$ cat config.mk
export PLATFORM = sky130hd
export DESIGN_NAME = ringtone_text_to_note_parser_flat
export DESIGN_NICKNAME = d
export VERILOG_FILES = /design/src/sv/rtp_pkg.sv /design/src/sv/rtp_if.sv /design/src/sv/rtp_div.sv /design/src/sv/ringtone_text_to_note_parser.sv /design/src/flat_wrapper.sv
export SDC_FILE = /design/constraint.sdc
export NUM_CORES = 1
export LEC_CHECK = 0
export BUFFER_PORTS_ARGS = -buffer_cell sky130_fd_sc_hd__buf_2
export CORE_MARGIN = 1.5
export CORE_UTILIZATION = 49
export DETAILED_ROUTE_END_ITERATION = 7
export PLACE_DENSITY = 0.68
export SETUP_SLACK_MARGIN = 0.02
export SLEW_MARGIN = 15
export SYNTH_ARGS = -nofsm -noshare
export SYNTH_HDL_FRONTEND = slang
export SYNTH_SLANG_ARGS = --single-unit
$ cat constraint.sdc
create_clock -name clk -period 5.91 [get_ports clk]
set_clock_uncertainty 0.2 [all_clocks]
set_input_delay 0.2955 -clock clk [delete_from_list [all_inputs] [get_ports clk]]
set_output_delay 0.2955 -clock clk [all_outputs]
set_load 0.02 [all_outputs]
$ cat src/sv/rtp_pkg.sv
// ----------------------------------------------------------------------------
// rtp_pkg
// Types, codes and the note frequency table of the ringtone text parser.
// ----------------------------------------------------------------------------
`default_nettype none
package rtp_pkg;

  localparam logic [2:0] PH_TITLE = 3'd0;
  localparam logic [2:0] PH_HEAD  = 3'd1;
  localparam logic [2:0] PH_NOTES = 3'd2;
  localparam logic [2:0] PH_DRAIN = 3'd3;

  localparam logic [2:0] HS_PARAM = 3'd0;
  localparam logic [2:0] HS_EQUAL = 3'd1;
  localparam logic [2:0] HS_VALUE = 3'd2;
  localparam logic [2:0] HS_GAP   = 3'd3;

  localparam logic [2:0] NS_TOP    = 3'd0;
  localparam logic [2:0] NS_BODY   = 3'd1;
  localparam logic [2:0] NS_DIGITS = 3'd2;
  localparam logic [2:0] OS_SHARP  = 3'd1;
  localparam logic [2:0] OS_FLAT   = 3'd2;
  localparam logic [2:0] OS_DOT    = 3'd3;
  localparam logic [2:0] OS_OCT    = 3'd4;
  localparam logic [2:0] OS_DOT2   = 3'd5;
  localparam logic [2:0] OS_DELIM  = 3'd6;

  localparam logic [1:0] CFG_LEN = 2'd0;
  localparam logic [1:0] CFG_OCT = 2'd1;
  localparam logic [1:0] CFG_MS  = 2'd2;

  localparam logic [1:0] ST_COMPLETE = 2'd0;
  localparam logic [1:0] ST_OPEN     = 2'd1;
  localparam logic [1:0] ST_SYNTAX   = 2'd2;
  localparam logic [1:0] ST_ZERO     = 2'd3;

  localparam logic [5:0] PAUSE_SEMI = 6'd48;

  typedef struct packed {
    logic [0:0]  record_kind;
    logic [5:0]  semitone_index;
    logic [11:0] tone_hz;
    logic [7:0]  length_64ths;
    logic [15:0] length_ms;
    logic [10:0] notes_so_far;
    logic [1:0]  end_status;
    logic [0:0]  last_flag;
  } rec_t;

  // divider control: start with dividend/divisor, done with quotient
  typedef struct packed {
    logic        start;
    logic [11:0] dividend;
    logic [7:0]  divisor;
  } div_req_t;

  typedef struct packed {
    logic        busy;
    logic        done;
    logic [11:0] quot;
  } div_rsp_t;

  function automatic logic [11:0] tone_of(input logic [5:0] s);
    logic [11:0] t;
    case (s)
      6'd0: t = 12'd261;   6'd1: t = 12'd277;   6'd2: t = 12'd293;
      6'd3: t = 12'd311;   6'd4: t = 12'd329;   6'd5: t = 12'd349;
      6'd6: t = 12'd370;   6'd7: t = 12'd392;   6'd8: t = 12'd415;
      6'd9: t = 12'd440;   6'd10: t = 12'd466;  6'd11: t = 12'd493;
      6'd12: t = 12'd523;  6'd13: t = 12'd554;  6'd14: t = 12'd587;
      6'd15: t = 12'd622;  6'd16: t = 12'd659;  6'd17: t = 12'd698;
      6'd18: t = 12'd740;  6'd19: t = 12'd784;  6'd20: t = 12'd830;
      6'd21: t = 12'd880;  6'd22: t = 12'd932;  6'd23: t = 12'd987;
      6'd24: t = 12'd1046; 6'd25: t = 12'd1108; 6'd26: t = 12'd1174;
      6'd27: t = 12'd1244; 6'd28: t = 12'd1318; 6'd29: t = 12'd1396;
      6'd30: t = 12'd1480; 6'd31: t = 12'd1568; 6'd32: t = 12'd1661;
      6'd33: t = 12'd1760; 6'd34: t = 12'd1864; 6'd35: t = 12'd1975;
      6'd36: t = 12'd2093; 6'd37: t = 12'd2217; 6'd38: t = 12'd2349;
      6'd39: t = 12'd2489; 6'd40: t = 12'd2637; 6'd41: t = 12'd2793;
      6'd42: t = 12'd2960; 6'd43: t = 12'd3136; 6'd44: t = 12'd3322;
      6'd45: t = 12'd3520; 6'd46: t = 12'd3729; 6'd47: t = 12'd3951;
      default: t = 12'd0;
    endcase
    return t;
  endfunction

endpackage
`default_nettype wire

$ cat src/sv/rtp_if.sv
// ----------------------------------------------------------------------------
// rtp_char_if / rtp_rec_if
// Valid/ready channels for text characters and result records.
// ----------------------------------------------------------------------------
`default_nettype none
interface rtp_char_if;
  logic       valid;
  logic       ready;
  logic [7:0] text_char;
  modport source (output valid, output text_char, input ready);
  modport sink   (input valid, input text_char, output ready);
endinterface

interface rtp_rec_if;
  import rtp_pkg::*;
  logic valid;
  logic ready;
  rec_t rec;
  modport source (output valid, output rec, input ready);
  modport sink   (input valid, input rec, output ready);
endinterface
`default_nettype wire

$ cat src/sv/rtp_div.sv
// ----------------------------------------------------------------------------
// rtp_div
// Restoring divider, one quotient bit per cycle, 12-bit by 8-bit.
// ----------------------------------------------------------------------------
`default_nettype none
module rtp_div
  import rtp_pkg::*;
(
  input  wire logic     clk,
  input  wire logic     rst_n,
  input  wire div_req_t req,
  output div_rsp_t      rsp
);
  logic [3:0]  cnt_r, cnt_nxt;
  logic        busy_r, busy_nxt;
  logic        done_r, done_nxt;
  logic [11:0] q_r, q_nxt;
  logic [7:0]  rem_r, rem_nxt;
  logic [7:0]  d_r, d_nxt;
  logic [8:0]  trial;

  always_comb begin
    cnt_nxt  = cnt_r;
    busy_nxt = busy_r;
    done_nxt = 1'b0;
    q_nxt    = q_r;
    rem_nxt  = rem_r;
    d_nxt    = d_r;
    trial    = {rem_r, q_r[11]} - {1'b0, d_r};
    if (req.start) begin
      busy_nxt = 1'b1;
      cnt_nxt  = 4'd0;
      q_nxt    = req.dividend;
      rem_nxt  = 8'd0;
      d_nxt    = req.divisor;
    end else if (busy_r) begin
      // shift one dividend bit in, subtract if it fits
      if (!trial[8]) begin
        rem_nxt = trial[7:0];
        q_nxt   = {q_r[10:0], 1'b1};
      end else begin
        rem_nxt = {rem_r[6:0], q_r[11]};
        q_nxt   = {q_r[10:0], 1'b0};
      end
      cnt_nxt = cnt_r + 4'd1;
      if (cnt_r == 4'd11) begin
        busy_nxt = 1'b0;
        done_nxt = 1'b1;
      end
    end
  end

  always_ff @(posedge clk) begin
    if (!rst_n) begin
      busy_r <= 1'b0;
      done_r <= 1'b0;
      cnt_r  <= 4'd0;
    end else begin
      busy_r <= busy_nxt;
      done_r <= done_nxt;
      cnt_r  <= cnt_nxt;
    end
    q_r   <= q_nxt;
    rem_r <= rem_nxt;
    d_r   <= d_nxt;
  end

  assign rsp.busy = busy_r;
  assign rsp.done = done_r;
  assign rsp.quot = q_r;
endmodule
`default_nettype wire

$ cat src/sv/ringtone_text_to_note_parser.sv
// ----------------------------------------------------------------------------
// ringtone_text_to_note_parser
// Parses ringtone text one character per transaction into note and end records.
// ----------------------------------------------------------------------------
// a character is taken in S_IDLE; a duration or tempo division runs through
//   the shared 12-step divider in S_DIV; records are shown in S_OUT1/S_OUT2
// throughput: one character at a time, ready low during a division and while
//   records are shown
// reset: synchronous active low, registers to 16/24/59, parser to title phase
`default_nettype none
module ringtone_text_to_note_parser
  import rtp_pkg::*;
#(
  parameter int MAX_NOTES = 1024
)(
  input  wire logic       clk,
  input  wire logic       rst_n,
  rtp_char_if.sink        in_ch,
  rtp_rec_if.source       out_ch,
  input  wire logic       cfg_we,
  input  wire logic [1:0] cfg_index,
  input  wire logic [7:0] cfg_data
);
  localparam int CW = $clog2(MAX_NOTES + 1);

  localparam logic [2:0] S_IDLE = 3'd0;
  localparam logic [2:0] S_DIV  = 3'd1;
  localparam logic [2:0] S_OUT1 = 3'd2;
  localparam logic [2:0] S_OUT2 = 3'd3;

  // what to do with the quotient
  localparam logic [1:0] DV_NLEN = 2'd0;
  localparam logic [1:0] DV_DLEN = 2'd1;
  localparam logic [1:0] DV_TEMPO = 2'd2;

  logic [2:0] st_r, st_nxt;
  logic [6:0] reg_len_r;
  logic [5:0] reg_oct_r;
  logic [7:0] reg_ms_r;

  logic [2:0] ph_r, ph_nxt, sub_r, sub_nxt;
  logic [7:0] acc_r, acc_nxt, hl_r, hl_nxt;
  logic [7:0] dlen_r, dlen_nxt, doct_r, doct_nxt, tempo_r, tempo_nxt;
  logic [7:0] psemi_r, psemi_nxt, plen_r, plen_nxt, poct_r, poct_nxt;
  logic       pv_r, pv_nxt;
  logic [CW-1:0] cnt_r, cnt_nxt;
  logic [7:0] c_r, c_nxt;
  logic [1:0] dv_r, dv_nxt;
  rec_t       r0_r, r0_nxt, r1_r, r1_nxt;
  logic       two_r, two_nxt;

  div_req_t dreq;
  div_rsp_t drsp;

  rtp_div u_div (.clk(clk), .rst_n(rst_n), .req(dreq), .rsp(drsp));

  function automatic logic isd(input logic [7:0] c);
    return c >= 8'h30 && c <= 8'h39;
  endfunction

  function automatic logic [7:0] letter_semi(input logic [7:0] c);
    logic [7:0] s;
    case (c)
      "C", "c": s = 8'd0;
      "D", "d": s = 8'd2;
      "E", "e": s = 8'd4;
      "F", "f": s = 8'd5;
      "G", "g": s = 8'd7;
      "A", "a": s = 8'd9;
      "H", "h", "B", "b": s = 8'd11;
      default: s = 8'd48;
    endcase
    return s;
  endfunction

  // first pass of a character in idle, and its second pass after a division finished
  always_comb begin
    logic [7:0] c, sum, dig;
    logic [5:0] semi;
    logic [15:0] prod;
    logic [11:0] q;
    logic nrec, done, fin, endr, skip;
    logic [1:0] est;
    logic [CW-1:0] cinc;
    st_nxt = st_r; ph_nxt = ph_r; sub_nxt = sub_r; acc_nxt = acc_r; hl_nxt = hl_r;
    dlen_nxt = dlen_r; doct_nxt = doct_r; tempo_nxt = tempo_r;
    psemi_nxt = psemi_r; plen_nxt = plen_r; poct_nxt = poct_r; pv_nxt = pv_r;
    cnt_nxt = cnt_r; c_nxt = c_r; dv_nxt = dv_r;
    r0_nxt = r0_r; r1_nxt = r1_r; two_nxt = two_r;
    dreq = '0;
    c = c_r; nrec = 1'b0; done = 1'b0; endr = 1'b0; est = ST_COMPLETE;
    fin = 1'b0; skip = 1'b0;
    dig = c_r - 8'h30;
    sum = 8'd0; semi = 6'd0; prod = 16'd0; q = drsp.quot;
    cinc = cnt_r + CW'(1);

    if (st_r == S_IDLE && in_ch.valid) begin
      c = in_ch.text_char;
      c_nxt = c;
      dig = c - 8'h30;
      case (ph_r)
        PH_TITLE: begin
          dlen_nxt = {1'b0, reg_len_r}; doct_nxt = {2'b0, reg_oct_r};
          tempo_nxt = reg_ms_r; cnt_nxt = '0; pv_nxt = 1'b0; sub_nxt = 3'd0;
          if (c == ":") begin ph_nxt = PH_HEAD; sub_nxt = HS_PARAM; end
          else if (c == 8'd0) begin endr = 1'b1; est = ST_SYNTAX; end
        end
        PH_HEAD: begin
          if (sub_r == HS_EQUAL) begin
            if (c != "=") begin endr = 1'b1; est = ST_SYNTAX; end
            else begin acc_nxt = 8'd0; sub_nxt = HS_VALUE; end
            skip = 1'b1;
          end else if (sub_r == HS_VALUE) begin
            if (isd(c)) begin
              acc_nxt = 8'((acc_r * 8'd10) + dig);
              skip = 1'b1;
            end else if (hl_r == "d" || hl_r == "b") begin
              if (acc_r == 8'd0) begin endr = 1'b1; est = ST_ZERO; end
              else begin
                dreq.start = 1'b1;
                dreq.dividend = (hl_r == "d") ? 12'd64 : 12'd3750;
                dreq.divisor = acc_r;
                dv_nxt = (hl_r == "d") ? DV_DLEN : DV_TEMPO;
                st_nxt = S_DIV;
              end
              skip = 1'b1;
            end else begin
              if (hl_r == "o") doct_nxt = 8'((acc_r + 8'd252) * 8'd12);
              sub_nxt = HS_GAP;
              fin = 1'b1;
            end
          end else fin = 1'b1;
          if (!skip && fin) begin
            // continue header from gap/param with this character
          end
        end
        PH_NOTES: begin
          if (pv_r) begin
            if (sub_r <= OS_SHARP && c == "#") begin
              psemi_nxt = psemi_r + 8'd1; sub_nxt = OS_FLAT; skip = 1'b1;
            end else if (sub_r <= OS_FLAT && c == "b") begin
              psemi_nxt = psemi_r - 8'd1; sub_nxt = OS_DOT; skip = 1'b1;
            end else if (sub_r <= OS_DOT && c == ".") begin
              plen_nxt = plen_r + (plen_r >> 1); sub_nxt = OS_OCT; skip = 1'b1;
            end else if (sub_r <= OS_OCT && isd(c)) begin
              poct_nxt = 8'((dig + 8'd252) * 8'd12); sub_nxt = OS_DOT2; skip = 1'b1;
            end else if (sub_r <= OS_DOT2 && c == ".") begin
              plen_nxt = plen_r + (plen_r >> 1); sub_nxt = OS_DELIM; skip = 1'b1;
            end else if (c == " ") begin
              sub_nxt = OS_DELIM; skip = 1'b1;
            end else begin
              nrec = 1'b1;
              sum = psemi_r + poct_r;
              semi = (sum > 8'd48) ? PAUSE_SEMI : sum[5:0];
              prod = plen_r * tempo_r;
              cnt_nxt = cinc;
              r0_nxt.record_kind = 1'b0;
              r0_nxt.semitone_index = semi;
              r0_nxt.tone_hz = tone_of(semi);
              r0_nxt.length_64ths = plen_r;
              r0_nxt.length_ms = prod;
              r0_nxt.notes_so_far = 11'(cinc);
              r0_nxt.end_status = ST_COMPLETE;
              pv_nxt = 1'b0; sub_nxt = NS_TOP;
              if (int'(cinc) >= MAX_NOTES) begin
                endr = 1'b1; est = ST_COMPLETE; skip = 1'b1;
              end else if (c == ",") skip = 1'b1;
            end
          end
          fin = 1'b1;
        end
        default: begin
          if (c == 8'd0) ph_nxt = PH_TITLE;
          skip = 1'b1;
        end
      endcase
      done = 1'b1;
    end else if (st_r == S_DIV && drsp.done) begin
      done = 1'b1; skip = 1'b1; st_nxt = S_IDLE;
      case (dv_r)
        DV_DLEN: begin dlen_nxt = q[7:0]; sub_nxt = HS_GAP; skip = 1'b0; fin = 1'b1; end
        DV_TEMPO: begin
          tempo_nxt = (q > 12'd255) ? 8'd255 : q[7:0];
          sub_nxt = HS_GAP; skip = 1'b0; fin = 1'b1;
        end
        default: begin
          // note letter with a duration number
          plen_nxt = q[7:0];
          if (c == 8'd0) begin endr = 1'b1; est = ST_OPEN; end
          else begin
            psemi_nxt = letter_semi(c); poct_nxt = doct_r;
            pv_nxt = 1'b1; sub_nxt = OS_SHARP;
          end
        end
      endcase
      nrec = two_r;
    end

    // header tail: gap and param handling on the current character
    if (done && !skip && fin && ph_r == PH_HEAD) begin
      skip = 1'b1;
      if (sub_nxt == HS_GAP && c == " ") begin
      end else if (sub_nxt == HS_GAP && c == ",") begin
        sub_nxt = HS_PARAM;
      end else if (c == " ") begin
        if (sub_nxt == HS_GAP) sub_nxt = HS_PARAM;
      end else if (c == 8'd0) begin
        endr = 1'b1; est = ST_SYNTAX;
      end else if (c == ":") begin
        ph_nxt = PH_NOTES; sub_nxt = NS_TOP; pv_nxt = 1'b0;
      end else begin
        hl_nxt = c; sub_nxt = HS_EQUAL;
      end
    end

    // note list body on the current character
    if (done && !skip && st_r == S_IDLE && ph_r == PH_NOTES) begin
      if (sub_nxt == NS_DIGITS) begin
        if (isd(c)) acc_nxt = 8'((acc_r * 8'd10) + dig);
        else if (acc_r == 8'd0) begin endr = 1'b1; est = ST_ZERO; end
        else begin
          dreq.start = 1'b1; dreq.dividend = 12'd64; dreq.divisor = acc_r;
          dv_nxt = DV_NLEN; st_nxt = S_DIV;
        end
      end else if (c == 8'd0) begin
        endr = 1'b1; est = (sub_nxt == NS_TOP) ? ST_COMPLETE : ST_OPEN;
      end else if (c == " ") sub_nxt = NS_BODY;
      else if (isd(c)) begin acc_nxt = dig; sub_nxt = NS_DIGITS; end
      else begin
        plen_nxt = dlen_r; psemi_nxt = letter_semi(c); poct_nxt = doct_r;
        pv_nxt = 1'b1; sub_nxt = OS_SHARP;
      end
    end

    if (done && st_nxt != S_DIV) begin
      if (endr) begin
        ph_nxt = (c == 8'd0) ? PH_TITLE : PH_DRAIN;
        sub_nxt = 3'd0; pv_nxt = 1'b0;
      end
      if (nrec && endr) begin
        r1_nxt = '0; r1_nxt.record_kind = 1'b1; r1_nxt.end_status = est;
        r1_nxt.notes_so_far = 11'(cnt_nxt); r1_nxt.last_flag = 1'b1;
        r0_nxt.last_flag = 1'b0; st_nxt = S_OUT1; two_nxt = 1'b1;
      end else if (endr) begin
        r0_nxt = '0; r0_nxt.record_kind = 1'b1; r0_nxt.end_status = est;
        r0_nxt.notes_so_far = 11'(cnt_nxt); r0_nxt.last_flag = 1'b1;
        st_nxt = S_OUT1; two_nxt = 1'b0;
      end else if (nrec) begin
        r0_nxt.last_flag = 1'b1; st_nxt = S_OUT1; two_nxt = 1'b0;
      end else st_nxt = S_IDLE;
    end else if (done && st_r == S_IDLE) begin
      // note record waits until the duration division finishes
      two_nxt = nrec;
      if (nrec) r0_nxt.last_flag = 1'b0;
    end

    if (st_r == S_OUT1 && out_ch.ready) st_nxt = two_r ? S_OUT2 : S_IDLE;
    if (st_r == S_OUT2 && out_ch.ready) st_nxt = S_IDLE;
    // a note record left over from a division step needs its last flag
    if (st_r == S_DIV && drsp.done && two_r && !endr) r0_nxt.last_flag = 1'b1;
  end

  always_ff @(posedge clk) begin
    if (!rst_n) begin
      st_r <= S_IDLE; ph_r <= PH_TITLE; sub_r <= 3'd0; acc_r <= 8'd0; hl_r <= 8'd0;
      reg_len_r <= 7'd16; reg_oct_r <= 6'd24; reg_ms_r <= 8'd59;
      dlen_r <= 8'd16; doct_r <= 8'd24; tempo_r <= 8'd59;
      psemi_r <= 8'd0; plen_r <= 8'd0; poct_r <= 8'd0; pv_r <= 1'b0;
      cnt_r <= '0; two_r <= 1'b0; dv_r <= DV_NLEN;
    end else begin
      st_r <= st_nxt; ph_r <= ph_nxt; sub_r <= sub_nxt; acc_r <= acc_nxt; hl_r <= hl_nxt;
      dlen_r <= dlen_nxt; doct_r <= doct_nxt; tempo_r <= tempo_nxt;
      psemi_r <= psemi_nxt; plen_r <= plen_nxt; poct_r <= poct_nxt; pv_r <= pv_nxt;
      cnt_r <= cnt_nxt; two_r <= two_nxt; dv_r <= dv_nxt;
      if (cfg_we) begin
        case (cfg_index)
          CFG_LEN: reg_len_r <= cfg_data[6:0];
          CFG_OCT: reg_oct_r <= cfg_data[5:0];
          CFG_MS:  reg_ms_r <= cfg_data;
          default: ;
        endcase
      end
    end
    c_r <= c_nxt; r0_r <= r0_nxt; r1_r <= r1_nxt;
  end

  assign in_ch.ready  = (st_r == S_IDLE);
  assign out_ch.valid = (st_r == S_OUT1) || (st_r == S_OUT2);
  assign out_ch.rec   = (st_r == S_OUT2) ? r1_r : r0_r;
endmodule
`default_nettype wire

$ cat src/flat_wrapper.sv
// flat-port wrapper written by rule: the top's interface ports become plain ports
module ringtone_text_to_note_parser_flat import rtp_pkg::*;
#(
  parameter int MAX_NOTES = 1024
)
  (clk, rst_n, cfg_we, cfg_index, cfg_data, in_ch_valid, in_ch_text_char, in_ch_ready, out_ch_valid, out_ch_rec, out_ch_ready);
  rtp_char_if in_ch_i ();
  rtp_rec_if out_ch_i ();
  input  wire logic clk;
  input  wire logic rst_n;
  input  wire logic cfg_we;
  input  wire logic [1:0] cfg_index;
  input  wire logic [7:0] cfg_data;
  input wire logic [$bits(in_ch_i.valid)-1:0] in_ch_valid;
  input wire logic [$bits(in_ch_i.text_char)-1:0] in_ch_text_char;
  output wire logic [$bits(in_ch_i.ready)-1:0] in_ch_ready;
  output wire logic [$bits(out_ch_i.valid)-1:0] out_ch_valid;
  output wire logic [$bits(out_ch_i.rec)-1:0] out_ch_rec;
  input wire logic [$bits(out_ch_i.ready)-1:0] out_ch_ready;
  assign in_ch_i.valid = in_ch_valid;
  assign in_ch_i.text_char = in_ch_text_char;
  assign in_ch_ready = in_ch_i.ready;
  assign out_ch_valid = out_ch_i.valid;
  assign out_ch_rec = out_ch_i.rec;
  assign out_ch_i.ready = out_ch_ready;
  ringtone_text_to_note_parser #(.MAX_NOTES(MAX_NOTES)) u_core (.clk(clk), .rst_n(rst_n), .in_ch(in_ch_i), .out_ch(out_ch_i), .cfg_we(cfg_we), .cfg_index(cfg_index), .cfg_data(cfg_data));
endmodule
== Word-level counts from Yosys, hierarchy flattened ==
Memory sizes are Yosys's and may differ from the RTL's.
Cells that the tools add are included.

* Register bits: 221
* Memories kept: 1
* Output and inout bits: 59
* ROM bits: 768

{| class="wikitable"
|+ Memory list
! memory !! words !! width !! rd ports !! clocked after memory_dff !! wr ports !! RTL line !! text
|-
| (name not given) || 64 || 12 || 1 || 0 || 0 || rtp_pkg.sv:65 || <nowiki>case (s)</nowiki>
|}

* Bitwise gates (word level): 7
* Multipliers: 4
* Add/subtract/negate cells: 13
* Equality and inequality tests: 67
* Reduce and logical (&&, ||, !) cells: 74
* Order comparisons: 12
* Muxes and demuxes: 319

{| class="wikitable"
|+ Operators by type and width
! operator !! number
|-
| 56-bit 2-to-1 mux || 12
|-
| 8-bit 2-to-1 mux || 72
|-
| 8-bit by 7-bit equality test with 1-bit output (second input constant) || 36
|-
| 21-bit 2-to-1 mux || 11
|-
| 3-bit 2-to-1 mux || 54
|-
| 1-bit 2-to-1 mux || 108
|-
| 11-bit 2-to-1 mux || 8
|-
| 6-bit one-hot mux with 7 select lines || 2
|-
| 2-bit 2-to-1 mux || 38
|-
| 8-bit by 6-bit equality test with 1-bit output (second input constant) || 8
|-
| 57-bit 2-to-1 mux || 1
|-
| 12-bit 2-to-1 mux || 3
|-
| 8-bit zero test || 4
|-
| 2-bit OR reduction || 16
|-
| 8-bit adder || 3
|-
| 1-bit logical AND || 24
|-
| 11-bit one-hot mux with 2 select lines || 1
|-
| 3-bit by 2-bit equality test with 1-bit output (second input constant) || 6
|-
| 8-bit adder (second input constant) || 2
|-
| 8-bit by 6-bit >= comparator with 1-bit output (second input constant) || 2
|-
| 8-bit by 6-bit <= comparator with 1-bit output (second input constant) || 2
|-
| 8-bit by 2-bit multiplier with 6-bit output (second input constant) || 2
|-
| 8-bit by 8-bit multiplier with 16-bit output || 1
|-
| 8-bit one-hot mux with 2 select lines || 1
|-
| 42 further kinds || 79
|}

== Longest topological paths before layout ==
* Depth after elaboration: 26
* Gate-level depth with buffers: 20
* Mapped depth without buffers: 19

== Hierarchy ==
From an unflattened synthesis, not the netlist that was laid out.

* Cell total of the unflattened synthesis: 1,976
* Area, all modules: 16,089.2 µm²

{| class="wikitable"
|+ Modules (own cells, without submodules)
! module !! area each (µm²) !! seq. area each (µm²) !! cells each !! times used
|-
| ringtone_text_to_note_parser || 14,355.0 || 3,873.7 || 1,828 || 1
|-
| rtp_div || 1,734.2 || 880.8 || 148 || 1
|}

== Worst setup path after synthesis ==
OpenSTA, ideal clock, no wires.

* Path type: flip-flop to flip-flop
* Start point: reg u_core.plen_r[2]
* End point: reg u_core.r0_r[28] in the netlist's numbering
* Cell stages (with the launch flop): 17
* Clock period less this slack: 4.562 ns
* Path buffers: 1
* Arrival: 4.231 ns
* Path slack: 1.348 ns
* Setup time: 0.130 ns
* Cells stage by stage: dfxtp_1 clkbuf_1 nand2_1 fa_1 inv_1 fa_1 fa_1 inv_1 fa_1 inv_1 ha_1 and3_1 a211oi_1 o21bai_1 a21oi_1 xor2_1 o22ai_1

{| class="wikitable"
|+ RTL lines
! element !! RTL line !! text
|-
| from (decl) || ringtone_text_to_note_parser.sv:44 || <nowiki>logic [7:0] psemi_r, psemi_nxt, plen_r, plen_nxt, poct_r, poct_nxt;</nowiki>
|-
| from (signal assigned) || ringtone_text_to_note_parser.sv:273 || <nowiki>psemi_r <= psemi_nxt; plen_r <= plen_nxt; poct_r <= poct_nxt; pv_r <= pv_nxt;</nowiki>
|-
| to (signal assigned) || ringtone_text_to_note_parser.sv:284 || <nowiki>c_r <= c_nxt; r0_r <= r0_nxt; r1_r <= r1_nxt;</nowiki>
|-
| to (decl) || ringtone_text_to_note_parser.sv:49 || <nowiki>rec_t r0_r, r0_nxt, r1_r, r1_nxt;</nowiki>
|}

==> flow_summary.ini <==
[sta]
final.setup.tns_ps = 0
max_freq_ghz = 0.207
rsz0062_at_grt = no
fin_crit_ps = 4840
setup_viol = 0
final_max_slew_viol_count = 0
final_hold_viol_count = 0
hold_ws_ps = 55.8
slew_headroom_pct = 23.7
worst_slew_pin_slew_ps = 1140
period_share_pct = 81.9

[critical_path]
cp-start-kind = flop
rrSetupSlack_ps = 1070
cp.arrival_ps = 5100
crit_start = u_core.psemi_r[0]$_SDFF_PN0_
worstReg2RegStart = u_core.psemi_r[0]$_SDFF_PN0_
r2r_end = u_core.r0_r[42]$_DFF_P_
required_ps = 6180
endpoint_kind = flop
endpoint = u_core.r0_r[42]$_DFF_P_
crit_type = reg2reg
r2r_cells = 19
path_max_fanout = 14

[die]
dieArea_um2 = 34500
num_rows = 66
die_y_um = 186
initial_utilization_pct = 50.0
fp.dieW_um = 186
ios = 82
coreArea_um2 = 32700

[route]
drt_iter0_drc = 1144
routed_wl_um = 45200
vias_per_cell = 5.88
ant_nets = 0
drc = 0
post_drt_wl_per_cell_um = 18.1
dr_total_vias = 14700
drtPass1Iterations = 6

[grt]
grt_pass1_vias = 13800
grt_pass1_wl_um = 72800
grt_start_max_net_pins = 74
grtUsageTotal_pct = 26.2
gr-total-overflow = 0
antenna_found_initial = 0

[worst_hold_path]
hold_path_class = in2reg

[power]
p_leak_uw = 0.00759
vdd_drop_max_v = 0.000216
pwr_density_cell_nw_per_um2 = 238
finalPower_uw = 4260

[synthesis]
synth-edff-count = 33
synthCells = 2004
ys_warn_count = 0
synth_ff_type = dfxtp_1
syn_avg_cell_area_um2 = 8.16
ys_types = 108
synth-compound-area-share_pct = 20.0
synth-seq-cells = 221
synthSimpleGateAreaFrac_pct = 22.9
synth_top_area_share_pct = 23.0
synth.cell_area_um2 = 16300
yosysTopAreaCell = dfxtp_1
synthArstFlopShare_pct = 0
synth_seq_area_share_pct = 29.1
synthMuxAreaShare_pct = 3.71
synth_top_family_by_area = simple AND/OR/NAND/NOR gates
synthTopCellsByArea = dfxtp_1, ha_1, edfxtp_1
synth_xor_area_share_pct = 4.34
synthAdderAreaFrac_pct = 13.9
syn_nets = 2182

[place]
placed_cells = 2437
hpwl_um = 33500
place.gp.congestion = 0.967
port_buffers = 81

[outcome]
status = completed

[cts]
path_clk_slew_ps = 60
cts_tree = built
post_cts_buffers = 0
clockBufferDepth = 3
cts_resized = 0
hold_buffers = 10
clk_latency_ps = 540
cts.sinks = 221
cts_max_level = 1
cts_root_buf = clkbuf_16
cts_buffers = 26

[cells_and_area]
layout_commonest_cell = nand2_1
drive_gt1_share_pct = 10.8
layout.cells.non_filler = 2495
fillCellCount = 3165
layout_common_cells = nand2_1, dfxtp_1, nor2_1
nets = 2211
insertedDiodeCount = 0
area_growth_pct = 9.57

[job]
max_cap_violations = 0
==> registers in the layout, summed over array words and instances, names as in the netlist, 4 cells and up <==
name,flops
u_core.reg_oct_r,6
u_core.doct_r,8
u_core.u_div.q_r,12
u_core.poct_r,8
u_core.u_div.rem_r,8
u_core.reg_len_r,7
u_core.hl_r,8
u_core.u_div.d_r,8
u_core.r0_r,57
u_core.acc_r,8
u_core.plen_r,8
u_core.cnt_r,11
u_core.tempo_r,8
u_core.reg_ms_r,8
u_core.psemi_r,8
u_core.dlen_r,8
u_core.r1_r,13
u_core.u_div.cnt_r,4
u_core.c_r,8
==> final cells by class <==
class / count / area, um^2 / share of cell area [%]
Sequential cell: 221 / 4750 / 26.5
Clock buffer: 36 / 749 / 4.18
Multi-Input combinational cell: 1544 / 10600 / 59.3
Tap cell: 442 / 553 / 3.09
Clock inverter: 12 / 90.1 / 0.503
Timing Repair Buffer: 112 / 663 / 3.70
Inverter: 128 / 480 / 2.68
==> cell families (layout without fill, tap and decap cells) <==
logic type | count (synthesis) | after routing
adder cells (fa/ha/maj) | 155 | 155
multiplexers | 54 | 54
flip-flops | 221 | 221
XOR/XNOR | 81 | 81
buffers and inverters | 239 | 288
AND/OR/NAND/NOR | 762 | 762
AO/OA/AOI/OAI | 492 | 492
==> through the flow <==
stage               setup WS [ps]  util (%)  cell area, um^2
floorplan                    1350         -            16300
global placement             1150      51.9            17000
detailed placement           1090      51.9            17000
CTS                          1080      54.8            17900
global route                  672      54.8            17900
finish                       1070      54.8            17900
==> worst min-delay path by stage <==
stage / start / endpoint / slack [ps] / depth (start not counted)
2_1_floorplan: u_core.r0_r[56]$_DFF_P_ / u_core.r0_r[56]$_DFF_P_ / 220 / 1
3_3_place_gp: u_core.r0_r[56]$_DFF_P_ / u_core.r0_r[56]$_DFF_P_ / 230 / 1
3_5_place_dp: u_core.r0_r[56]$_DFF_P_ / u_core.r0_r[56]$_DFF_P_ / 230 / 1
4_1_cts: in_ch_text_char[6] / u_core.c_r[6]$_DFF_P_ / 30 / 3
5_1_grt: in_ch_text_char[5] / u_core.c_r[5]$_DFF_P_ / 60 / 4
6_report: in_ch_text_char[5] / u_core.c_r[5]$_DFF_P_ / 60 / 4
==> worst max-delay path, cell delays in order (launching register included) <==
cell	delay, ps
dfxtp_1	450
ha_1	230
inv_1	60
fa_1	430
nor2b_1	200
o21a_1	150
o21ai_0	120
and2_0	160
buf_4	180
a32oi_1	540
nand2_1	200
inv_1	140
ha_1	500
nor2_1	160
a21oi_1	250
nand2_1	80
a31oi_1	160
o21ai_0	100
a311o_1	330
a21oi_1	130
==> synth_stat cells (6+ instances only) <==
master     count
a2111oi_0      7
a211oi_1      38
a21o_1        24
a21oi_1      148
a221oi_1      11
a22oi_1       10
a311oi_1       7
a31oi_1       12
and2_1        96
and3_1         9
buf_1          6
buf_2         16
buf_6          8
clkbuf_1      77
dfxtp_1      188
edfxtp_1      33
fa_1          44
ha_1         111
inv_1        123
mux2_2        18
mux2_4         8
mux2i_1       27
nand2_1      259
nand3_1       49
nand3b_1       7
nand4_1       10
nor2_1       176
nor2b_1       16
nor3_1        55
nor3b_1        7
nor4_1        14
o211ai_1      18
o21a_1        10
o21ai_0       90
o21bai_1       9
o22ai_1       25
o31ai_1       10
or2_2          6
or3_1          8
xnor2_1       48
xor2_1        33
==> report_power, final <==
part | switching (uW) | internal, uW | total [uW]
registers | 107 | 1600 | 1700
clock network | 655 | 927 | 1580
logic | 620 | 354 | 973
==> layer usage <==
| metal | vias to the layer above | track usage, % | routed length [um] |
|---|---|---|---|
| li1 | 7109 | - | - |
| met1 | 6966 | 35.8 | 20600 |
| met2 | 508 | 43.1 | 20500 |
| met3 | 81 | 3.03 | 2610 |
| met4 | 0 | 8.84 | 1560 |
| met5 | - | 0 | 0 |
(Power assumes the default switching activity.)
